$ cat config.mk
export PLATFORM = sky130hd
export DESIGN_NAME = ascending_sorter
export DESIGN_NICKNAME = d
export VERILOG_FILES = /design/src/hw/rtl/asc_pkg.sv /design/src/hw/rtl/asc_cell.sv /design/src/hw/rtl/ascending_sorter.sv
export SDC_FILE = /design/constraint.sdc
export NUM_CORES = 2
export LEC_CHECK = 0
export BUFFER_PORTS_ARGS = -buffer_cell sky130_fd_sc_hd__buf_2
export CAP_MARGIN = 20
export CORE_ASPECT_RATIO = 0.6
export CORE_MARGIN = 1
export CORE_UTILIZATION = 47
export DETAILED_ROUTE_END_ITERATION = 12
export GPL_TIMING_DRIVEN = 0
export SLEW_MARGIN = 20
export SYNTH_ARGS = -nofsm -noshare
export SYNTH_HDL_FRONTEND = slang
export SYNTH_SLANG_ARGS = --single-unit
$ cat constraint.sdc
create_clock -name clock -period 6.1 [get_ports clock]
set_clock_uncertainty 0.2 [all_clocks]
set_input_delay 0.61 -clock clock [delete_from_list [all_inputs] [get_ports clock]]
set_output_delay 0.61 -clock clock [all_outputs]
set_load 0.05 [all_outputs]
$ cat src/hw/rtl/asc_pkg.sv
// ============================================================================
// asc_pkg: shared types and constants of the ascending sorter
// Holds the store depth, the data word type, the phase enum and the
// control struct that the sorter drives into every cell of its chain.
// ============================================================================
package asc_pkg;

   localparam int DEPTH  = 16;
   localparam int DATA_W = 32;

   typedef logic signed [DATA_W-1:0] data_type;

   localparam data_type DATA_ZERO = '0;

   typedef enum logic {
      PHASE_FILL,
      PHASE_DRAIN
   } phase_type;

   // Per-cycle command to every cell: insert a broadcast word, or shift
   // the chain one place toward the output.
   typedef struct packed {
      logic insert;
      logic shift;
   } cell_ctrl_type;

endpackage

$ cat src/hw/rtl/asc_cell.sv
// ============================================================================
// asc_cell: one storage cell of the insertion chain
// Holds one word and its valid bit. On insert it keeps its word, takes the
// new word or takes its left neighbor's word; on shift it takes its right
// neighbor's word.
// ============================================================================
module asc_cell (
   input  logic                  clock,
   input  logic                  reset,
   input  asc_pkg::cell_ctrl_type ctrl,
   input  asc_pkg::data_type     new_value,
   input  asc_pkg::data_type     prev_value,
   input  logic                  prev_valid,
   input  logic                  prev_gt,
   input  asc_pkg::data_type     next_value,
   input  logic                  next_valid,
   output asc_pkg::data_type     value,
   output logic                  valid,
   output logic                  gt
);

   asc_pkg::data_type value_ff, value_in;
   logic              valid_ff, valid_in;

   // An empty cell counts as greater than any word, so the first empty
   // cell receives the word when no stored word is greater.
   assign gt = !valid_ff || (value_ff > new_value);

   always_comb begin
      value_in = value_ff;
      valid_in = valid_ff;
      if (ctrl.shift) begin
         value_in = next_value;
         valid_in = next_valid;
      end else if (ctrl.insert) begin
         if (gt) begin
            value_in = prev_gt ? prev_value : new_value;
            valid_in = valid_ff || prev_valid;
         end
      end
   end

   always_ff @(posedge clock) begin
      value_ff <= value_in;
      if (reset) begin
         valid_ff <= 1'b0;
      end else begin
         valid_ff <= valid_in;
      end
   end

   assign value = value_ff;
   assign valid = valid_ff;

endmodule

$ cat src/hw/rtl/ascending_sorter.sv
// ============================================================================
// ascending_sorter: streaming insertion sorter over a chain of cells
// Collects a set of signed words, keeps it in ascending order as it
// arrives, and emits the sorted set when the word marked last is taken.
// ============================================================================
// Latency: a word is inserted in the cycle it is accepted; the first sorted
// word is offered in the cycle after the last word of a set is accepted.
// Throughput: one input word per cycle while filling, then one result word
// per cycle while draining and rsp_ready is high; the words of a new set are
// accepted only after the final result of the previous set is taken.
// Reset: synchronous; clears every valid bit and returns to the fill phase.
module ascending_sorter (
   input  logic                     clock,
   input  logic                     reset,
   input  logic                     req_valid,
   output logic                     req_ready,
   input  logic signed [31:0]       req_value,
   input  logic                     req_is_last,
   output logic                     rsp_valid,
   input  logic                     rsp_ready,
   output logic signed [31:0]       rsp_sorted_value,
   output logic                     rsp_is_final
);

   localparam int D = asc_pkg::DEPTH;

   asc_pkg::phase_type     phase_ff, phase_in;
   asc_pkg::cell_ctrl_type ctrl;

   asc_pkg::data_type cell_value [D];
   logic [D-1:0]      cell_valid;
   logic [D-1:0]      cell_gt;

   logic req_fire;
   logic rsp_fire;

   assign req_fire = req_valid && req_ready;
   assign rsp_fire = rsp_valid && rsp_ready;

   // A word arriving while every cell is occupied is dropped, but its last
   // flag still starts the drain.
   assign ctrl.insert = req_fire && !cell_valid[D-1];
   assign ctrl.shift  = rsp_fire;

   // The chain: cell 0 is the head and holds the smallest word. During
   // insertion every cell compares against the broadcast word and the
   // greater words move one place right; during the drain the words move
   // one place left and leave through cell 0.
   for (genvar i = 0; i < D; i++) begin : g_cell
      asc_pkg::data_type prev_value, next_value;
      logic              prev_valid, prev_gt, next_valid;

      if (i == 0) begin : g_head
         assign prev_value = asc_pkg::DATA_ZERO;
         assign prev_valid = 1'b1;
         assign prev_gt    = 1'b0;
      end else begin : g_body
         assign prev_value = cell_value[i-1];
         assign prev_valid = cell_valid[i-1];
         assign prev_gt    = cell_gt[i-1];
      end

      if (i == D - 1) begin : g_tail
         assign next_value = asc_pkg::DATA_ZERO;
         assign next_valid = 1'b0;
      end else begin : g_link
         assign next_value = cell_value[i+1];
         assign next_valid = cell_valid[i+1];
      end

      asc_cell u_cell (
         .clock      (clock),
         .reset      (reset),
         .ctrl       (ctrl),
         .new_value  (req_value),
         .prev_value (prev_value),
         .prev_valid (prev_valid),
         .prev_gt    (prev_gt),
         .next_value (next_value),
         .next_valid (next_valid),
         .value      (cell_value[i]),
         .valid      (cell_valid[i]),
         .gt         (cell_gt[i])
      );
   end

   // Phase register: fill until the last word, then drain until the final
   // result is taken.
   always_ff @(posedge clock) begin
      if (reset) begin
         phase_ff <= asc_pkg::PHASE_FILL;
      end else begin
         phase_ff <= phase_in;
      end
   end

   // Ready is always high while filling and the final flag already implies
   // a valid head cell, so the handshakes are written out from the ports.
   always_comb begin
      phase_in  = phase_ff;
      req_ready = 1'b0;
      rsp_valid = 1'b0;
      unique case (phase_ff)
         asc_pkg::PHASE_FILL: begin
            req_ready = 1'b1;
            if (req_valid && req_is_last) begin
               phase_in = asc_pkg::PHASE_DRAIN;
            end
         end
         asc_pkg::PHASE_DRAIN: begin
            rsp_valid = cell_valid[0];
            if (rsp_ready && rsp_is_final) begin
               phase_in = asc_pkg::PHASE_FILL;
            end
         end
         default: begin
            phase_in = asc_pkg::PHASE_FILL;
         end
      endcase
   end

   // The head cell is the output register; the result is final when the
   // cell behind it is empty.
   assign rsp_sorted_value = cell_value[0];
   assign rsp_is_final     = cell_valid[0] && !cell_valid[1];

   // ------------------------------------------------------------------------
   // Assertions
   // ------------------------------------------------------------------------

   // The two sides never run together: the block drains or fills.
   a_phase_excl : assert property (@(posedge clock) disable iff (reset)
      !(req_ready && rsp_valid))
      else $error("input accepted while results are pending");

   // The last word of a set always leaves something to drain.
   a_drain_start : assert property (@(posedge clock) disable iff (reset)
      (req_fire && req_is_last) |=> rsp_valid)
      else $error("no result after the last word of a set");

   // Consecutive results of one set come out in ascending order.
   a_ascending : assert property (@(posedge clock) disable iff (reset)
      (rsp_fire && !rsp_is_final) |=>
         (rsp_valid && ($past(rsp_sorted_value) <= rsp_sorted_value)))
      else $error("results out of order");

   // Taking the final result empties the chain.
   a_drain_end : assert property (@(posedge clock) disable iff (reset)
      (rsp_fire && rsp_is_final) |=> (cell_valid == '0))
      else $error("chain not empty after the final result");

endmodule
# Word-level counts from Yosys, hierarchy flattened
# Cells that the tools add are included.
dict set report word_totals {
  wordCells 246
  output_inout_bits 35
  register_bits 529
}
dict set report classes {
  muxes 110
  reduce_logical 86
  magnitude_cmp 16
  bitwise_logic 1
}
# operator count
set op_table {}
lappend op_table {{two-way mux 32 bit} 60}
lappend op_table {{> comparator 32 bit} 16}
lappend op_table {{two-way mux 1 bit} 49}
lappend op_table {{AND reduction 2 bit} 16}
lappend op_table {{nonzero test 2 bit} 16}
lappend op_table {{logical OR 1 bit} 31}
lappend op_table {{logical NOT 1 bit} 16}
lappend op_table {{logical AND 1 bit} 6}
lappend op_table {{case mux 1 bit (2 select lines)} 1}
lappend op_table {{OR reduction 2 bit} 1}
lappend op_table {{NOT 1 bit} 1}

# Longest topological paths before layout
dict set report depth {
  word_depth 6
  ltp_mapped 12
  depth_no_buf 10
}

# Cells and area by module
# A second synthesis with hierarchy kept.
dict set report unflattened {
  cells_unflattened 4234
  area_unflattened_um2 39779.4
}
# module area_each_um2 cells_each n_inst seq_area_each_um2
set modules_own_cells {}
lappend modules_own_cells {asc_cell 2481.1 264 16 980.9}
lappend modules_own_cells {ascending_sorter 81.3 10 1 20.0}

# Least setup slack after synthesis
# No wires, ideal clock.
dict set report synth_timing {
  kind {input -> register}
  startpoint {input port req_value[19]}
  endpoint {register g_cell[11].u_cell.value_ff[0] (enable)}
  cell_stages 9
  t_required_ns 5.434
  slack_ns 0.772
  path_buffers 1
  arrival_time_ns 4.663
  cell_sequence {inv_1 > ha_1 > and4_1 > and4bb_4 > a31oi_2 > a41o_1 > a221oi_4 > buf_8 > o21ai_0}
}
dict set report synth_between {
  elab_chain_len 4
}
# element line
set synth_lines {}
lappend synth_lines {{start, declared} ascending_sorter.sv:17} ;# input logic signed [31:0] req_value,
lappend synth_lines {{> comparator 32 bit} asc_cell.sv:27} ;# assign gt = !valid_ff || (value_ff > new_value);
lappend synth_lines {{logical OR 1 bit} asc_cell.sv:27}
lappend synth_lines {{nonzero test 2 bit (no line)} -}
lappend synth_lines {{AND reduction 2 bit (no line)} -}
lappend synth_lines {{end signal, assigned} asc_cell.sv:44} ;# value_ff <= value_in;
lappend synth_lines {{end, declared} asc_cell.sv:22} ;# asc_pkg::data_type value_ff, value_in;
# No other way between the ends.
# A chain may end at the register's enable or synchronous reset.

# Worst setup path in the final report
dict set report layout_timing {
  startpoint {input port req_value[19]}
  endpoint {register g_cell[0].u_cell.value_ff[9] (enable)}
}
dict set report layout_between {
  elab_chain_len 4
}
# element line
set layout_lines {}
lappend layout_lines {{> comparator 32 bit} asc_cell.sv:27}
lappend layout_lines {{logical OR 1 bit} asc_cell.sv:27}
lappend layout_lines {{nonzero test 2 bit (no line)} -}
lappend layout_lines {{AND reduction 2 bit (no line)} -}
lappend layout_lines {{end signal, assigned} asc_cell.sv:44}
lappend layout_lines {{end, declared} asc_cell.sv:22}
# No other way between the ends.

==> impl_metrics.csv <==
group,metric,value,unit
clock_network,clk_path_buf_depth,3,
placement,gp_congestion,0.9386,
setup_path,critPathTopFamily,"buffers and inverters",
synthesis,synthCells,3676,
timing,fmax,197.5,MHz
pwr,p_leak,17.79,nW
timing,final-hold-violation-count,0,
grt,grt-ovfl-total,0,
detailed_routing,vias,30607,
clock_network,clock-root-buffer,"clkbuf_16",
timing,finalSetupViolations,0,
hold_path,hold_path_class,"input pin to flop",
clock_network,clk-insertion-delay-late,0.65,ns
detailed_routing,ant_nets,0,
synthesis,synth_edf_count,480,
finish,postLayoutCellArea,41170,um^2
pwr,finalPower,0.01088,W
setup_path,crit_path_cell_trace,"buf_2 > inv_1 > ha_1 > and4_1 > nand2_1 > nor3_1 > o311ai_1 > o2111ai_1 > and3_1 > clkbuf_1 > buf_2 > nor3b_1 > o21ai_4 > buf_16",
pwr,p_int,0.007365,W
floorplan,die-area,80410,um^2
setup_path,crit_top_cell,"buf_2",
grt,grt_max_degree,20,
timing,slew_headroom,0.1874,
detailed_routing,viasPerCell,6.225,
synthesis,synth_area_per_cell,10.13,um^2
finish,diodes,0,
detailed_routing,avgRoutedWirePerCell,25.10,um
setup_path,slowest_delay,0.83,ns
status,status,"finished, final reports clean",
grt,grt_antenna_before_repair,1,
detailed_routing,drt_wl_total,123400,um
synthesis,yosysWarnings,0,
setup_path,end_kind,"flop",
pwr,pwr-share-comb,0.228,
clock_network,clkTransAtPathRegs,0.07,ns
pwr,switching_share,0.3231,
clock_network,cts_inserted_buffers,54,
setup_path,critPathLaunchType,"input pin",
finish,syn2layout_area_growth,10.54,%
finish,nets,4335,
floorplan,fp.coreArea,77990,um^2
detailed_routing,drc,0,
placement,placed_area,39380,um^2
floorplan,io_pins,72,
pwr,p_seq_frac,0.450,
synthesis,ys_types,63,
finish,fin_util,0.5279,
grt,track_usage,0.3016,
timing,rsz0062_at_grt,"false",
timing,min_period,5.063,ns
pwr,clkPwrFrac,0.322,
floorplan,fp-row-count,79,
floorplan,dieHeight,220.0,um
floorplan,die_w,365.4,um
setup_path,slowest_stage,"nor3_1",
placement,dp.cells,4814,
setup_path,critPathBufInv,5,
clock_network,cts_sinks,529,
timing,fin_crit_sh,0.8301,
clock_network,cts_tree,"done",
timing,finalMaxSlewViolations,0,
pwr,ir_worst_vdd,233.2,uV
grt,first_global_vias,28712,
synthesis,yosysSeqAreaShare,0.4134,
grt,grt_pass1_wl,181500,um
setup_path,arrival,5.23,ns
synthesis,synth-seq-cells,529,
finish,drive_above_1_share,0.07557,
synthesis,synthArstFlopShare,0,
detailed_routing,drt_iter0_markers,3774,
timing,worst-slew-pin-transition,1.208,ns
setup_path,critical_path_class,"input pin to flop",
placement,dpl.hpwl,99520,um
clock_network,htreeDepth,2,
pwr,power_density,264.3,nW/um^2
pwr,switchingPower,0.003515,W
placement,portBuffers,70,
flow_run,drv_cap,0,
floorplan,initial_utilization,0.4775,
clock_network,cts.repair.resized,0,
finish,layout.cells.non_filler,4917,
synthesis,synth_area,37240,um^2
synthesis,synth_fp_nets,4193,
setup_path,cp_max_fo,17,
setup_path,crit_required,6.26,ns
synthesis,synthFlopType,"edfxtp_1",
detailed_routing,first_pass_iters,6,
==> per-layer routing <==
| layer | GRT usage | vias up | wire, um |
|---|---|---|---|
| met5 | 0.003064 | - | 29 |
| met1 | 0.5024 | 14752 | 63060 |
| met4 | 0.04742 | 2 | 1458 |
| met3 | 0.09578 | 86 | 15530 |
| met2 | 0.3625 | 1416 | 43330 |
| li1 | - | 14351 | - |
==> what timing repair did <==
item / in CTS / in global routing
setup buffers: 0 / 0
hold endpoints to repair: 1 / 0
hold buffers: 1 / 0
==> power groups by stage <==
stage          combinational (W)  sequential, W  clock (W)
2_1_floorplan            0.00158        0.00490          0
3_3_place_gp             0.00227        0.00498          0
3_5_place_dp             0.00240        0.00496          0
4_1_cts                  0.00241        0.00488    0.00351
5_1_grt                  0.00274        0.00494    0.00365
6_report                 0.00248        0.00489    0.00351
==> cell type report <==
class | instances | area, um^2
clock inverters | 32 | 221.5
multi-input cells | 2875 | 20520
plain buffers | 222 | 1190
well taps | 1053 | 1318
clock buffers | 70 | 1545
flip-flops and latches | 529 | 15390
repair buffers | 86 | 773.2
inverters | 50 | 201.4
fillers | 7155 | 36820
==> state kept, by name, indices dropped and copies added (netlist names) <==
name	flops
g_cell.u_cell.valid	16
g_cell.u_cell.value	512
phase_ff	1
==> worst register-to-register path, stage by stage, from the launching register on <==
cell and delay [ns]:
edfxtp_1 0.42, ha_1 0.33, and4_1 0.23, nand2_1 0.13, nor3_1 0.83, o311ai_1 0.36, o2111ai_1 0.27, and3_1 0.21
clkbuf_1 0.26, buf_2 0.33, nor3b_1 0.12, o21ai_4 0.60, buf_16 0.24
==> per-stage QoR <==
stage / setup slack [ns] / TNS (ns) / hold WS, ns
after detailed placement: 0.5826 / 0 / 0.3173
after CTS: 1.234 / 0 / 0.07775
after global placement: -1.452 / -82.59 / 0.3114
after floorplan: 0.7717 / 0 / 0.2871
final: 1.037 / 0 / 0.09667
after global routing: 0.9344 / 0 / 0.1222
==> cells in the mapped netlist, types with 3 or more instances <==
| cell | n | area, um^2 |
|---|---|---|
| a2111oi_0 | 12 | 105.1 |
| a211oi_1 | 49 | 367.9 |
| a21boi_0 | 4 | 30.03 |
| a21o_1 | 25 | 187.7 |
| a21oi_1 | 274 | 1371 |
| a221oi_1 | 15 | 131.4 |
| a31oi_1 | 33 | 206.5 |
| a32o_1 | 12 | 120.1 |
| and3_1 | 4 | 25.02 |
| and4_1 | 5 | 43.79 |
| buf_1 | 4 | 15.01 |
| buf_2 | 23 | 115.1 |
| buf_4 | 23 | 172.7 |
| buf_6 | 23 | 259.0 |
| buf_8 | 3 | 45.04 |
| clkbuf_1 | 137 | 514.2 |
| clkbuf_4 | 9 | 67.56 |
| dfxtp_1 | 49 | 980.9 |
| edfxtp_1 | 480 | 14410 |
| ha_1 | 480 | 6006 |
| inv_1 | 49 | 183.9 |
| mux2i_1 | 436 | 4364 |
| nand2_1 | 506 | 1899 |
| nand2b_1 | 4 | 25.02 |
| nand3_1 | 100 | 500.5 |
| nand4_1 | 108 | 675.7 |
| nor2_1 | 151 | 566.8 |
| nor2_2 | 10 | 62.56 |
| nor2b_1 | 28 | 175.2 |
| nor3_1 | 31 | 155.2 |
| nor3b_1 | 3 | 22.52 |
| nor4_1 | 24 | 150.1 |
| o211ai_1 | 25 | 187.7 |
| o21ai_0 | 278 | 1391 |
| o21ai_1 | 172 | 860.8 |
| o221ai_1 | 11 | 96.34 |
| o32ai_1 | 32 | 280.3 |
| or4b_1 | 11 | 110.1 |
==> placed cells by master (no fill, tap or decap), types with 25 or more instances in the layout <==
cell	n
edfxtp_1	480
a31oi_1	33
nor2_1	151
a211oi_1	49
clkbuf_16	57
nand2_1	493
ha_1	480
buf_2	93
o32ai_1	32
nand3_1	100
clkbuf_1	142
o21ai_1	171
a21oi_1	274
mux2i_1	436
o21ai_0	277
nor3_1	31
dfxtp_1	49
o211ai_1	25
inv_1	49
nor2b_1	28
nand4_1	108
a21o_1	25
==> kinds of logic (layout without fill, tap and decap cells) <==
family,count (synthesis),in the layout,synth area share
buffers and inverters,272,460,0.03733
multiplexers,436,436,0.1172
flip-flops,529,529,0.4134
AO/OA/AOI/OAI,964,964,0.1494
adder cells (fa/ha/maj),480,480,0.1613
AND/OR/NAND/NOR,995,995,0.1215
==> worst paths after layout <==
check / start / endpoint / slack, ns / depth (start not counted)
setup / recovery: req_value[19] / g_cell[0].u_cell.value[9] / 1.04 / 14
hold / removal: req_valid / phase_ff / 0.1 / 3
setup reg to reg: g_cell[0].u_cell.value[19] / g_cell[0].u_cell.value[9] / 1.28 / 12
hold reg to reg: g_cell[15].u_cell.value[1] / g_cell[14].u_cell.value[1] / 0.34 / 2
No activity file was read; power rests on OpenSTA's default activity.
